--- config.mk ---
export PLATFORM = sky130hd
export DESIGN_NAME = format_spec_parser_unit
export DESIGN_NICKNAME = d
export VERILOG_FILES = /design/src/hdl/fsp_pkg.sv /design/src/hdl/format_spec_parser_unit.sv /design/src/hdl/fsp_step.sv
export SDC_FILE = /design/constraint.sdc
export NUM_CORES = 1
export LEC_CHECK = 0
export ABC_AREA = 1
export BUFFER_PORTS_ARGS = -buffer_cell sky130_fd_sc_hd__buf_2
export CORE_UTILIZATION = 45
export CTS_CLUSTER_DIAMETER = 50
export DETAILED_ROUTE_END_ITERATION = 7
export GPL_TIMING_DRIVEN = 0
export PLACE_DENSITY = 0.66
export SLEW_MARGIN = 10
export SYNTH_ARGS = -nofsm -noshare
export SYNTH_HDL_FRONTEND = slang
export SYNTH_SLANG_ARGS = --single-unit
--- constraint.sdc ---
create_clock -name i_clk -period 3 [get_ports i_clk]
set_input_delay 0.15 -clock i_clk [delete_from_list [all_inputs] [get_ports i_clk]]
set_output_delay 0.15 -clock i_clk [all_outputs]
set_load 0.01 [all_outputs]
--- src/hdl/fsp_pkg.sv ---
`timescale 1ns / 1ps
// ----------------------------------------------------------------------------
// Format spec parser package
// Shared types, phase codes, character codes and helper functions for the
// conversion-specification parser.
// ----------------------------------------------------------------------------
package fsp_pkg;

    // Parse phases.
    localparam logic [2:0] PH_FLAGS = 3'd0;
    localparam logic [2:0] PH_WIDTH = 3'd1;
    localparam logic [2:0] PH_PREC  = 3'd2;
    localparam logic [2:0] PH_LEN_H = 3'd3;
    localparam logic [2:0] PH_LEN_L = 3'd4;
    localparam logic [2:0] PH_CONV  = 3'd5;

    // Length modifier codes.
    localparam logic [2:0] LEN_NONE = 3'd0;
    localparam logic [2:0] LEN_H    = 3'd1;
    localparam logic [2:0] LEN_HH   = 3'd2;
    localparam logic [2:0] LEN_L    = 3'd3;
    localparam logic [2:0] LEN_LL   = 3'd4;
    localparam logic [2:0] LEN_J    = 3'd5;
    localparam logic [2:0] LEN_Z    = 3'd6;

    // Character codes.
    localparam logic [7:0] C_PCT   = 8'h25;  // '%'
    localparam logic [7:0] C_HASH  = 8'h23;  // '#'
    localparam logic [7:0] C_ZERO  = 8'h30;  // '0'
    localparam logic [7:0] C_NINE  = 8'h39;  // '9'
    localparam logic [7:0] C_MINUS = 8'h2D;  // '-'
    localparam logic [7:0] C_PLUS  = 8'h2B;  // '+'
    localparam logic [7:0] C_SPACE = 8'h20;  // ' '
    localparam logic [7:0] C_DOT   = 8'h2E;  // '.'
    localparam logic [7:0] C_LC_H  = 8'h68;  // 'h'
    localparam logic [7:0] C_LC_L  = 8'h6C;  // 'l'
    localparam logic [7:0] C_LC_J  = 8'h6A;  // 'j'
    localparam logic [7:0] C_LC_Z  = 8'h7A;  // 'z'

    localparam logic [15:0] ACC_MAX = 16'hFFFF;
    localparam logic [7:0]  CNT_MAX = 8'hFF;

    typedef struct packed {
        logic [2:0]  phase;
        logic [4:0]  flags_seen;
        logic [15:0] width_acc;
        logic [15:0] prec_acc;
        logic        prec_seen;
        logic [2:0]  length_mod;
        logic [7:0]  taken_count;
    } t_state;

    typedef struct packed {
        logic        done_res;
        logic        char_taken;
        logic        percent_literal;
        logic [7:0]  conversion;
        logic [4:0]  flag_bits;
        logic [15:0] field_width;
        logic [15:0] precision_value;
        logic        has_precision;
        logic [2:0]  length_code;
        logic [7:0]  consumed;
    } t_result;

    localparam t_state STATE_RESET = '{
        phase:       PH_FLAGS,
        flags_seen:  5'd0,
        width_acc:   16'd0,
        prec_acc:    16'd0,
        prec_seen:   1'b0,
        length_mod:  LEN_NONE,
        taken_count: 8'd0
    };

    // Flag mask: bit0 '#', bit1 '0', bit2 '-', bit3 '+', bit4 space.
    function automatic logic [4:0] flag_mask(input logic [7:0] ch);
        logic [4:0] m;
        case (ch)
            C_HASH:  m = 5'b00001;
            C_ZERO:  m = 5'b00010;
            C_MINUS: m = 5'b00100;
            C_PLUS:  m = 5'b01000;
            C_SPACE: m = 5'b10000;
            default: m = 5'b00000;
        endcase
        return m;
    endfunction

    // Conversion characters "sSpdDioOuUxXcC".
    function automatic logic is_conv(input logic [7:0] ch);
        return ch inside {8'h73, 8'h53, 8'h70, 8'h64, 8'h44, 8'h69, 8'h6F,
                          8'h4F, 8'h75, 8'h55, 8'h78, 8'h58, 8'h63, 8'h43};
    endfunction

    // acc * 10 + d, saturating at the 16-bit maximum.
    function automatic logic [15:0] acc_digit(input logic [15:0] acc,
                                              input logic [3:0]  d);
        logic [19:0] v;
        v = ({4'd0, acc} << 3) + ({4'd0, acc} << 1) + {16'd0, d};
        return (v > {4'd0, ACC_MAX}) ? ACC_MAX : v[15:0];
    endfunction

endpackage

--- src/hdl/format_spec_parser_unit.sv ---
`timescale 1ns / 1ps
// ----------------------------------------------------------------------------
// Format spec parser unit
// Parses a printf-style conversion specification one character per request.
// ----------------------------------------------------------------------------
// Usage:
// The input channel (i_in_valid / o_in_ready / i_ch) carries the characters
// that follow a percent sign, one per request. For every accepted character
// the output channel (o_out_valid / i_out_ready) delivers exactly one result
// request: whether the character ended the specification, whether it was
// part of it, and the flags, width, precision, length code and count
// accumulated so far. A result marked done closes the specification and the
// next character starts a new one.
// A character lands in the input register when it is accepted, and its result
// moves on into the output register as soon as that register is free.
// One character per cycle is taken while the receiver does not stall; the parse
// state is updated by a single decode and a 16-bit multiply-by-ten accumulate
// between the two registers, so consecutive characters follow without gaps.
// When the receiver stalls, the output register holds its result, the input
// register holds the next character, and o_in_ready drops once both are
// full. Reset (synchronous, active low) empties both registers and returns
// the parse state to the start of a specification.
// ----------------------------------------------------------------------------
module format_spec_parser_unit (
    input  logic        i_clk,
    input  logic        i_rst_n,
    input  logic        i_in_valid,
    output logic        o_in_ready,
    input  logic [7:0]  i_ch,
    output logic        o_out_valid,
    input  logic        i_out_ready,
    output logic        o_done_res,
    output logic        o_char_taken,
    output logic        o_percent_literal,
    output logic [7:0]  o_conversion,
    output logic [4:0]  o_flag_bits,
    output logic [15:0] o_field_width,
    output logic [15:0] o_precision_value,
    output logic        o_has_precision,
    output logic [2:0]  o_length_code,
    output logic [7:0]  o_consumed
);

    // Input register stage.
    logic             r_in_valid;
    logic [7:0]       r_ch;
    // Parse state, advanced once per character that moves to the output.
    fsp_pkg::t_state  r_state;
    fsp_pkg::t_state  n_state;
    // Output register stage.
    logic             r_out_valid;
    fsp_pkg::t_result r_res;
    fsp_pkg::t_result n_res;

    logic advance;

    // The character in the input register moves on when the output register
    // is empty or is being emptied in this cycle.
    assign advance    = r_in_valid && (!r_out_valid || i_out_ready);
    assign o_in_ready = !r_in_valid || advance;

    fsp_step u_step (
        .i_state      (r_state),
        .i_ch         (r_ch),
        .o_next_state (n_state),
        .o_result     (n_res)
    );

    always_ff @(posedge i_clk) begin
        if (!i_rst_n) begin
            r_in_valid <= 1'b0;
        end else if (o_in_ready) begin
            r_in_valid <= i_in_valid;
        end
    end

    always_ff @(posedge i_clk) begin
        if (o_in_ready && i_in_valid) begin
            r_ch <= i_ch;
        end
    end

    always_ff @(posedge i_clk) begin
        if (!i_rst_n) begin
            r_state <= fsp_pkg::STATE_RESET;
        end else if (advance) begin
            r_state <= n_state;
        end
    end

    always_ff @(posedge i_clk) begin
        if (!i_rst_n) begin
            r_out_valid <= 1'b0;
        end else if (advance) begin
            r_out_valid <= 1'b1;
        end else if (i_out_ready) begin
            r_out_valid <= 1'b0;
        end
    end

    always_ff @(posedge i_clk) begin
        if (advance) begin
            r_res <= n_res;
        end
    end

    assign o_out_valid       = r_out_valid;
    assign o_done_res        = r_res.done_res;
    assign o_char_taken      = r_res.char_taken;
    assign o_percent_literal = r_res.percent_literal;
    assign o_conversion      = r_res.conversion;
    assign o_flag_bits       = r_res.flag_bits;
    assign o_field_width     = r_res.field_width;
    assign o_precision_value = r_res.precision_value;
    assign o_has_precision   = r_res.has_precision;
    assign o_length_code     = r_res.length_code;
    assign o_consumed        = r_res.consumed;

    // A literal percent is always a one-character specification.
    a_pct_single: assert property (@(posedge i_clk) disable iff (!i_rst_n)
        r_out_valid && r_res.percent_literal |-> r_res.consumed == 8'd1)
        else $error("literal percent result with a count other than one");

    // Only a closing character can carry a conversion or be left untaken.
    a_close: assert property (@(posedge i_clk) disable iff (!i_rst_n)
        r_out_valid && (r_res.conversion != 8'd0 || !r_res.char_taken)
        |-> r_res.done_res)
        else $error("conversion or untaken character without done");

    // After a closing result the state is back at the start.
    a_state_clear: assert property (@(posedge i_clk) disable iff (!i_rst_n)
        advance && n_res.done_res |=> r_state == fsp_pkg::STATE_RESET)
        else $error("parse state not cleared after a finished specification");

    // A held character is not dropped while the output is stalled.
    a_in_hold: assert property (@(posedge i_clk) disable iff (!i_rst_n)
        r_in_valid && !advance |=> r_in_valid && $stable(r_ch))
        else $error("input register lost a character under stall");

    // An open specification has taken at least one character.
    a_open_count: assert property (@(posedge i_clk) disable iff (!i_rst_n)
        r_out_valid && !r_res.done_res |-> r_res.consumed != 8'd0)
        else $error("open specification with a zero count");

endmodule

--- src/hdl/fsp_step.sv ---
`timescale 1ns / 1ps
// ----------------------------------------------------------------------------
// Format spec parser step
// Combinational decode of one character against the current parse state:
// produces the next state and the result for that character.
// ----------------------------------------------------------------------------
module fsp_step (
    input  fsp_pkg::t_state  i_state,
    input  logic [7:0]       i_ch,
    output fsp_pkg::t_state  o_next_state,
    output fsp_pkg::t_result o_result
);

    fsp_pkg::t_state s;
    logic [4:0]      fmask;
    logic            digit;
    logic            done;
    logic            taken;
    logic            pct;
    logic [7:0]      conv;

    assign fmask = fsp_pkg::flag_mask(i_ch);
    assign digit = i_ch inside {[fsp_pkg::C_ZERO : fsp_pkg::C_NINE]};

    always_comb begin
        s     = i_state;
        done  = 1'b0;
        taken = 1'b1;
        pct   = 1'b0;
        conv  = 8'd0;

        if (i_state.taken_count == 8'd0 && i_ch == fsp_pkg::C_PCT) begin
            done = 1'b1;
            pct  = 1'b1;
        end else if (i_state.phase == fsp_pkg::PH_FLAGS && fmask != 5'd0) begin
            s.flags_seen = i_state.flags_seen | fmask;
        end else if (i_state.phase <= fsp_pkg::PH_WIDTH && digit) begin
            s.width_acc = fsp_pkg::acc_digit(i_state.width_acc, i_ch[3:0]);
            s.phase     = fsp_pkg::PH_WIDTH;
        end else if (i_state.phase <= fsp_pkg::PH_WIDTH && i_ch == fsp_pkg::C_DOT) begin
            s.phase = fsp_pkg::PH_PREC;
        end else if (i_state.phase == fsp_pkg::PH_PREC && digit) begin
            s.prec_acc  = fsp_pkg::acc_digit(i_state.prec_acc, i_ch[3:0]);
            s.prec_seen = 1'b1;
        end else if (i_state.phase <= fsp_pkg::PH_PREC && i_ch == fsp_pkg::C_LC_H) begin
            s.length_mod = fsp_pkg::LEN_H;
            s.phase      = fsp_pkg::PH_LEN_H;
        end else if (i_state.phase <= fsp_pkg::PH_PREC && i_ch == fsp_pkg::C_LC_L) begin
            s.length_mod = fsp_pkg::LEN_L;
            s.phase      = fsp_pkg::PH_LEN_L;
        end else if (i_state.phase <= fsp_pkg::PH_PREC && i_ch == fsp_pkg::C_LC_J) begin
            s.length_mod = fsp_pkg::LEN_J;
            s.phase      = fsp_pkg::PH_CONV;
        end else if (i_state.phase <= fsp_pkg::PH_PREC && i_ch == fsp_pkg::C_LC_Z) begin
            s.length_mod = fsp_pkg::LEN_Z;
            s.phase      = fsp_pkg::PH_CONV;
        end else if (i_state.phase == fsp_pkg::PH_LEN_H && i_ch == fsp_pkg::C_LC_H) begin
            s.length_mod = fsp_pkg::LEN_HH;
            s.phase      = fsp_pkg::PH_CONV;
        end else if (i_state.phase == fsp_pkg::PH_LEN_L && i_ch == fsp_pkg::C_LC_L) begin
            s.length_mod = fsp_pkg::LEN_LL;
            s.phase      = fsp_pkg::PH_CONV;
        end else if (fsp_pkg::is_conv(i_ch)) begin
            done = 1'b1;
            conv = i_ch;
        end else begin
            done  = 1'b1;
            taken = 1'b0;
        end

        if (taken && i_state.taken_count != fsp_pkg::CNT_MAX) begin
            s.taken_count = i_state.taken_count + 8'd1;
        end

        o_result.done_res        = done;
        o_result.char_taken      = taken;
        o_result.percent_literal = pct;
        o_result.conversion      = conv;
        o_result.flag_bits       = s.flags_seen;
        o_result.field_width     = s.width_acc;
        o_result.precision_value = s.prec_acc;
        o_result.has_precision   = s.prec_seen;
        o_result.length_code     = s.length_mod;
        o_result.consumed        = s.taken_count;

        // A finished specification starts the next one from scratch.
        o_next_state = done ? fsp_pkg::STATE_RESET : s;
    end

endmodule
# Word level (Yosys, flattened, before mapping)
# Index checks and enable logic that the tools add are counted.
[word_totals]
reg_bits = 122
out_inout_bits = 62
word_cells = 147
[op_classes]
addsub = 5
n_lt_le_gt_ge = 6
n_eq_ne = 32
muxes = 55
bitwise = 2
n_reduce_logical = 27
[ops]
columns = ["cell", "count"]
rows = [
  ["$eq 8x7->1 const B", 18],
  ["$eq 8x6->1 const B", 7],
  ["$mux 52", 1],
  ["$mux 3", 17],
  ["$mux 16", 3],
  ["$mux 44", 1],
  ["$add 19x17->20", 2],
  ["$add 20x4->20", 2],
  ["$gt 20x16->1 const B", 2],
  ["$mux 20", 2],
  ["$mux 36", 1],
  ["$mux 1", 26],
  ["$pmux 5 s5", 1],
  ["$mux 17", 1],
  ["$logic_and 1x1->1", 15],
  ["$reduce_bool 14->1", 1],
  ["$reduce_or 12->1", 1],
  ["$reduce_bool 9->1", 1],
  ["$add 8x1->8 const B", 1],
  ["$ge 8x6->1 const B", 1],
  ["$le 8x6->1 const B", 1],
  ["$logic_not 8->1", 1],
  ["$mux 8", 1],
  ["$ne 8x8->1 const B", 1],
  ["other kinds (15)", 19],
]

# Longest topological paths before layout
# Gate-level depths: netlist (run 1).
[depth]
word_depth = 17
mapped_depth = 16
depth_no_buf = 15

# Hierarchy
# From an unflattened synthesis (run 1), not the netlist that was laid out.
[hier_totals]
hier_cells = 1254
hier_area_um2 = 8963.6
[modules_own_cells]
columns = ["mod", "n_inst", "cells_each", "area_each_um2", "seq_area_each_um2"]
rows = [
  ["format_spec_parser_unit", 1, 422, 4546.9, 3123.0],
  ["fsp_step", 1, 832, 4416.7, 0.0],
]

# Least setup slack after synthesis (run 1)
# OpenSTA, ideal clock, no wires.
[synth_path]
path_kind = "reg-to-reg"
startpoint = "register r_ch[3]"
endpoint = "register r_res, in the netlist o_precision_value[10], data pin"
setup_ns = 0.249
t_arrival_ns = 2.761
required_ns = 2.751
slack_ns = -0.010
path_stages_with_launch = 16
synth_period_minus_slack_ns = 3.010
path_cell_list = "edfxtp_1 > fa_1 > fa_1 > nand3_1 > nand3_1 > nand3_1 > nand2_1 > nand2_1 > nand2_1 > nand2_1 > nand2_1 > nor2_1 > buf_4 > nand3_1 > nand2_1 > inv_1"
[synth_lines]
columns = ["element", "line_no", "source"]
rows = [
  ["start: declaration", "format_spec_parser_unit.sv:46", "logic [7:0] r_ch;"],
  ["start signal: assignment", "format_spec_parser_unit.sv:79", "r_ch <= i_ch;"],
  ["end signal: assignment", "format_spec_parser_unit.sv:103", "r_res <= n_res;"],
  ["end: declaration", "format_spec_parser_unit.sv:52", "fsp_pkg::t_result r_res;"],
]

==> qor.txt, run 1 <==
Outcome - complete, but fails checks
Failing checks - setup timing
Cell area after synthesis - 8240 sq um
Layout area overhead - 24.5%
Worst r2r src - r_ch[3]
WS Path Type - reg2reg
Nets - 1296
Dpl hpwl - 15100 um
Largest net degree at the start of global routing - 63
CTS tree - done
Buf/Inv on CP - 3
DRT iter0 DRCs - 598
Die X - 137 um
Tot Pwr - 4.10 mW
Fill count - 1613
Worst EP arrival - 3.19 ns
Cell area after layout - 10300 sq um
Vias per cell - 5.21
Placer Congestion - 0.933
Tightest Pin Transition - 0.822 ns
Worst path required time - 3.17 ns
Via count - 7591
# rows - 49
Root buf cell - clkbuf_16
Drt first pass iters - 5
Max_slew headroom - 45.2%
Layout cell share with drive strength beyond 1 - 25.7%
Most common cell after layout, fill and taps aside - nand2_1
EDFF count, synth - 68
Max-cap viol count - 0
CTS Buf Count - 17
Routed Antenna Nets - 0
Delay-heaviest family, CP - adder cells
Placed Area - 8900 sq um
Worst Hold Slack - 0.0281 ns
WL per Instance - 14.9 um
Starting density of the core - 45.9%
Endpoints failing hold - 0
Syn_nets - 1169
Ports - 74
ANT cells - 0
FMAX - 0.331 GHz
Die height - 137 um
Worst-path cell chain - fa_1 > inv_2 > fa_2 > nor2_2 > o21ai_1 > nand2_1 > nand2_1 > nand2_1 > nand2_2 > a21oi_4 > buf_8 > nand3_4 > nand2_2 > inv_2
Initial antenna violation count - 0
GRT Util Overall - 22.9%
Startpoint types - flop
Clock Skew - 0.0128 ns
First-pass GRT wire length - 33100 um
Avg Inst Size Synth - 7.57 sq um
RSZ-0062 raised after global routing - true
Final setup margin - -0.0186 ns
Max Root-Sink Buffers - 2
Fin. max-slew vios - 0
Asr flop ratio synth - 0%
Vias in the first global route - 6686
Crit path launch - r_ch[3]
Storage element area - 3120 sq um
Final wirelength - 21700 um
Pwr Density - 400 nW/um^2
Worst path max stage delay - 0.61 ns
Min-Delay Startpoint - i_rst_n
Multi-input gate area - 4890 sq um
Leakage power - 4.93 nW
Sequential fraction of the synthesis area - 37.9%
Die area - 18900 sq um
Flops & latches, synth - 122
Crit end category - flop
Most used DFF post-synth - edfxtp_1
Peak supply drop - 0.451 mV
H-tree depth - 4
PortBufs - 73
Core footprint - 18000 sq um
CP max stage cell - fa_1
Crit-path max FO - 6
Number of cells produced by synthesis - 1089
Most frequent CP cell - nand2_1
Tcrit/Tclk final - 101%
Grt ovf - 0
YS warnings - 0
Yosys cell types - 42
CTS sink cnt - 122
Final core occ - 57.1%
Most frequent cells in the layout - nand2_1, inv_1, nor2_1
Min-delay worst type - in2reg
Post-route DRC - 0
Worst-path clk slew - 0.06 ns
Minimum clock period - 3.02 ns
Setup_tns - -0.0452 ns
Worst skew pair latency - 0.43 ns
Final setup viols - 3
==> worst reg2reg max path: cells and delay by family (launching register included) <==
kind                       cells  cell delay, ns
adders and majority gates      2            1.00
AOI/OAI and AO/OA              2            0.36
buffers and inverters          3            0.29
DFF                            1            0.51
and+or+nand+nor                7            0.63
==> synth_stat cells (2+ instances only) <==
library cell	instances	area share (%)
a21o_1	3	0.27
a21oi_1	68	4.1
a21oi_2	18	1.9
and2_1	6	0.46
buf_2	5	0.30
buf_4	2	0.18
clkbuf_1	13	0.59
dfxtp_1	54	13
edfxtp_1	68	25
fa_1	4	0.97
ha_1	64	9.7
inv_1	141	6.4
inv_2	6	0.27
nand2_1	293	13
nand2_2	8	0.61
nand3_1	124	7.5
nand3_2	18	2.2
nand3b_1	3	0.27
nand4_1	6	0.46
nor2_1	91	4.1
nor2_2	5	0.38
nor2_4	6	0.82
nor3_1	7	0.43
o21ai_0	9	0.55
o21bai_1	2	0.18
or2_1	11	0.84
or2_2	21	1.6
xnor2_1	5	0.53
xor2_1	15	1.6
==> metal layers <==
metal	vias up	share of wire (%)	track usage (%)
met1	3510	46	30.6
met5	-	0	0
li1	3809	-	-
met2	230	46	36.6
met3	42	5.0	3.75
met4	0	2.6	9.22
==> cell type report <==
type | instances | share of cell area [%]
clock inverter | 10 | 0.902
multi-input combinational | 795 | 47.7
tap | 229 | 2.79
clock buffer | 22 | 4.54
sequential | 122 | 30.4
inverter | 148 | 5.44
timing repair buffer | 108 | 6.65
buffer | 24 | 1.60
==> state kept, by name (all words and copies together) (netlist names) <==
| name | cells |
|---|---|
| o_field_width | 16 |
| o_percent_literal | 1 |
| o_has_precision | 1 |
| r_in_valid | 1 |
| o_precision_value | 16 |
| o_char_taken | 1 |
| r_state | 52 |
| o_length_code | 3 |
| o_done_res | 1 |
| r_ch | 8 |
| o_out_valid | 1 |
| o_conversion | 8 |
| o_consumed | 8 |
| o_flag_bits | 5 |
==> cell families (layout without fill, tap and decap cells) <==
kind of cell / Yosys count / count (layout) / share of synthesized area [%]
buffers and inverters: 172 / 312 / 8.44
xor gates and xnor gates: 20 / 20 / 2.13
AOI/OAI and AO/OA: 105 / 105 / 7.50
DFF: 122 / 122 / 37.9
other: 1 / 1 / 0.0455
adders and majority gates: 68 / 68 / 10.7
and+or+nand+nor: 601 / 601 / 33.3
==> final timing paths <==
check,end,slack [ns],depth (start not counted)
max,o_field_width[10],-0.02,14
min,r_state[46],0.03,3
max reg2reg,o_field_width[10],-0.02,14
min reg2reg,r_state[10],0.46,2
==> per-stage QoR <==
stage,cells,setup WS (ns)
3_3_place_gp,1391,-0.538
4_1_cts,1447,0.00606
2_1_floorplan,1089,0.0249
6_report,1458,-0.0186
5_1_grt,1458,-0.126
3_5_place_dp,1391,-0.574
==> power breakdown <==
group / internal [mW] / leakage [nW] / total (mW) / switching, mW
Combinational: 0.0945 / 3.62 / 0.290 / 0.195
Sequential: 1.82 / 1.05 / 1.84 / 0.0197
Clock: 1.19 / 0.262 / 1.97 / 0.784
==> repair_timing <==
action / CTS / global route
hold buffers: 8 / 0
resized for setup: 17 / 116
hold endpoints to repair: 8 / 0
buffers inserted: 15 / 8
pin swaps: 9 / 28
cloned: 1 / 3
setup endpoints to repair: 64 / 60
Power figures use the tool's default switching activity.
==> inputs of run 2 (changes only) <==
- CORE_UTILIZATION: 45 -> 55
- GPL_ROUTABILITY_DRIVEN: unset -> 0
- PLACE_DENSITY: 0.66 -> 0.78
==> run 2 against run 1 <==
Compared with the run above:
- the flow now finishes without violations
- final cell count shrank 3.8%
- flip-flop and latch count is the same
- hold slack gained 0.0070 ns
- critical path type unchanged
- largest power group unchanged
==> qor.txt, run 2 (synthesized netlist as in run 1, its figures left out) <==
Outcome - complete, no violations (was complete, but fails checks)
Leakage power - 4.86 nW (was 4.93 nW)
Routed Antenna Nets - 0 (unchanged)
Core footprint - 14600 sq um (was 18000 sq um)
Buf/Inv on CP - 3 (unchanged)
Via count - 7660 (was 7591)
# rows - 44 (was 49)
RSZ-0062 raised after global routing - true (unchanged)
Die area - 15500 sq um (was 18900 sq um)
Root buf cell - clkbuf_16 (unchanged)
Die height - 124 um (was 137 um)
Dpl hpwl - 14700 um (was 15100 um)
Ports - 74 (unchanged)
CTS tree - done (unchanged)
Worst skew pair latency - 0.42 ns (was 0.43 ns)
Flip-flop count of the largest register after layout - 52 (unchanged)
Pwr Density - 413 nW/um^2 (was 400 nW/um^2)
Tcrit/Tclk final - 99.4% (was 101%)
WL per Instance - 15.0 um (was 14.9 um)
Worst Hold Depth - 3 (unchanged)
Crit end category - flop (unchanged)
Layout cell share with drive strength beyond 1 - 20.3% (was 25.7%)
Worst EP arrival - 3.16 ns (was 3.19 ns)
R2R depth - 15 (was 14)
Worst-path cell chain - buf_4 > ha_1 > ha_1 > inv_1 > fa_2 > nor2_2 > o21ai_1 > nand2_1 > nand2_1 > nand2_1 > nand2_1 > a21oi_4 > buf_6 > nand3_1 > and2_4 (was fa_1 > inv_2 > fa_2 > nor2_2 > o21ai_1 > nand2_1 > nand2_1 > nand2_1 > nand2_2 > a21oi_4 > buf_8 > nand3_4 > nand2_2 > inv_2)
Most frequent cells in the layout - nand2_1, inv_1, nand3_1 (was nand2_1, inv_1, nor2_1)
Most common cell after layout, fill and taps aside - nand2_1 (unchanged)
Delay-heaviest family, CP - adder cells (unchanged)
H-tree depth - 4 (unchanged)
Final setup viols - 0 (was 3)
ANT cells - 0 (unchanged)
Crit-path max FO - 7 (was 6)
CTS sink cnt - 122 (unchanged)
CTS Buf Count - 17 (unchanged)
Initial antenna violation count - 0 (unchanged)
GRT Util Overall - 27.0% (was 22.9%)
PortBufs - 73 (unchanged)
Hold EP - r_state[45] (was r_state[46])
Max Root-Sink Buffers - 2 (unchanged)
Fin. max-slew vios - 0 (unchanged)
WS Path Type - reg2reg (unchanged)
Final non-filler cell total - 1403 (was 1458)
R2r endpoint - o_field_width[15] (was o_field_width[10])
Vias per cell - 5.46 (was 5.21)
Endpoints failing hold - 0 (unchanged)
Dpl cells - 1346 (was 1391)
Grt ovf - 0 (unchanged)
Max_slew headroom - 47.0% (was 45.2%)
DRT iter0 DRCs - 511 (was 598)
Peak supply drop - 0.397 mV (was 0.451 mV)
Worst Hold Slack - 0.0351 ns (was 0.0281 ns)
Crit path launch - r_ch[2] (was r_ch[3])
Starting density of the core - 56.5% (was 45.9%)
Drt first pass iters - 5 (unchanged)
First-pass GRT wire length - 33400 um (was 33100 um)
Min-delay worst type - in2reg (unchanged)
Tot Pwr - 4.04 mW (was 4.10 mW)
Max-cap viol count - 0 (unchanged)
Minimum clock period - 2.98 ns (was 3.02 ns)
Die X - 124 um (was 137 um)
Post-route DRC - 0 (unchanged)
Worst path max stage delay - 0.43 ns (was 0.61 ns)
FMAX - 0.335 GHz (was 0.331 GHz)
Layout area overhead - 18.7% (was 24.5%)
Worst r2r src - r_ch[2] (was r_ch[3])
Min-Delay Startpoint - i_rst_n (unchanged)
Nets - 1286 (was 1296)
Worst-path clk slew - 0.06 ns (about the same)
Tightest Pin Transition - 0.795 ns (was 0.822 ns)
Most frequent CP cell - nand2_1 (unchanged)
Biggest register - r_state (unchanged)
Worst path required time - 3.18 ns (was 3.17 ns)
CP max stage cell - fa_2 (was fa_1)
Largest net degree at the start of global routing - 63 (unchanged)
R2r setup slk - 0.02 ns (was -0.02 ns)
Final wirelength - 21000 um (was 21700 um)
Clock Skew - 0.00828 ns (was 0.0128 ns)
Vias in the first global route - 7024 (was 6686)
Startpoint types - flop (unchanged)
## run 2: changes by cell type in the layout (fill, tap and decap cells not counted), moves of 3 or more
cell      previous run  this run
nand2_2             32        18
nand2_4              3         0
clkinv_4             1         5
buf_4               19        14
inv_2               12         7
inv_1              134       139
a21oi_2             23        17
clkbuf_1            17        13
buf_6               11         7
nand3_2             49        28
nand3_1             83       114
nand3_4             10         0
nand2_1            266       283
a21oi_1             62        68
## run 2: cell type report
| type | count | area [sq um] |
|---|---|---|
| multi-input combinational | 795 | 4560 |
| buffer | 24 | 160 |
| inverter | 148 | 558 |
| clock buffer | 17 | 425 |
| tap | 184 | 230 |
| clock inverter | 15 | 128 |
| sequential | 122 | 3120 |
| timing repair buffer | 98 | 593 |
| fill | 1201 | 4810 |
## run 2: worst max-delay path by stage
stage / to / depth (start not counted) / slack [ns]
finish: o_field_width[15] / 15 / 0.02
global route: o_field_width[15] / 15 / -0.10
CTS: o_field_width[7] / 15 / 0.0008
detailed placement: o_field_width[7] / 14 / -0.63
global placement: o_field_width[7] / 14 / -0.58
floorplan: o_field_width[11] / 14 / 0.02
## run 2: where the power goes
| group | internal (mW) | total [mW] | switching (mW) |
|---|---|---|---|
| registers | 1.82 | 1.84 | 0.0211 |
| clock network | 1.13 | 1.92 | 0.789 |
| logic | 0.0909 | 0.278 | 0.187 |
| total | 3.05 | 4.04 | 0.997 |
## run 2: worst min-delay path, cell delays in order
cell,delay [ns]
buf_2,0.15
nand2_1,0.08
a21oi_1,0.03
## run 2: what timing repair did
action,in CTS,in global routing
endpoints found under the setup margin,64,64
resized for setup,16,32
hold endpoints to repair,8,0
hold buffers,8,0
pin swaps,7,15
gates cloned,0,2
setup buffers,11,4
## run 2: per-stage QoR
step / setup TNS, ns / setup slack, ns / cell area, sq um / utilization (%)
after global placement: -26.60 / -0.579 / 8840 / 60.6
after detailed placement: -28.46 / -0.625 / 8840 / 60.6
after global routing: -0.800 / -0.105 / 9780 / 67.0
after CTS: 0 / 0.000772 / 9620 / 66.0
after floorplan: 0 / 0.0249 / 8240 / -
final: 0 / 0.0182 / 9780 / 67.0
## run 2: layer usage
| metal | global-route usage, % | share of wire [%] |
|---|---|---|
| met1 | 35.9 | 45 |
| met3 | 5.46 | 7.1 |
| met4 | 8.93 | 1.9 |
| met2 | 43.9 | 46 |
| met5 | 0 | 0 |
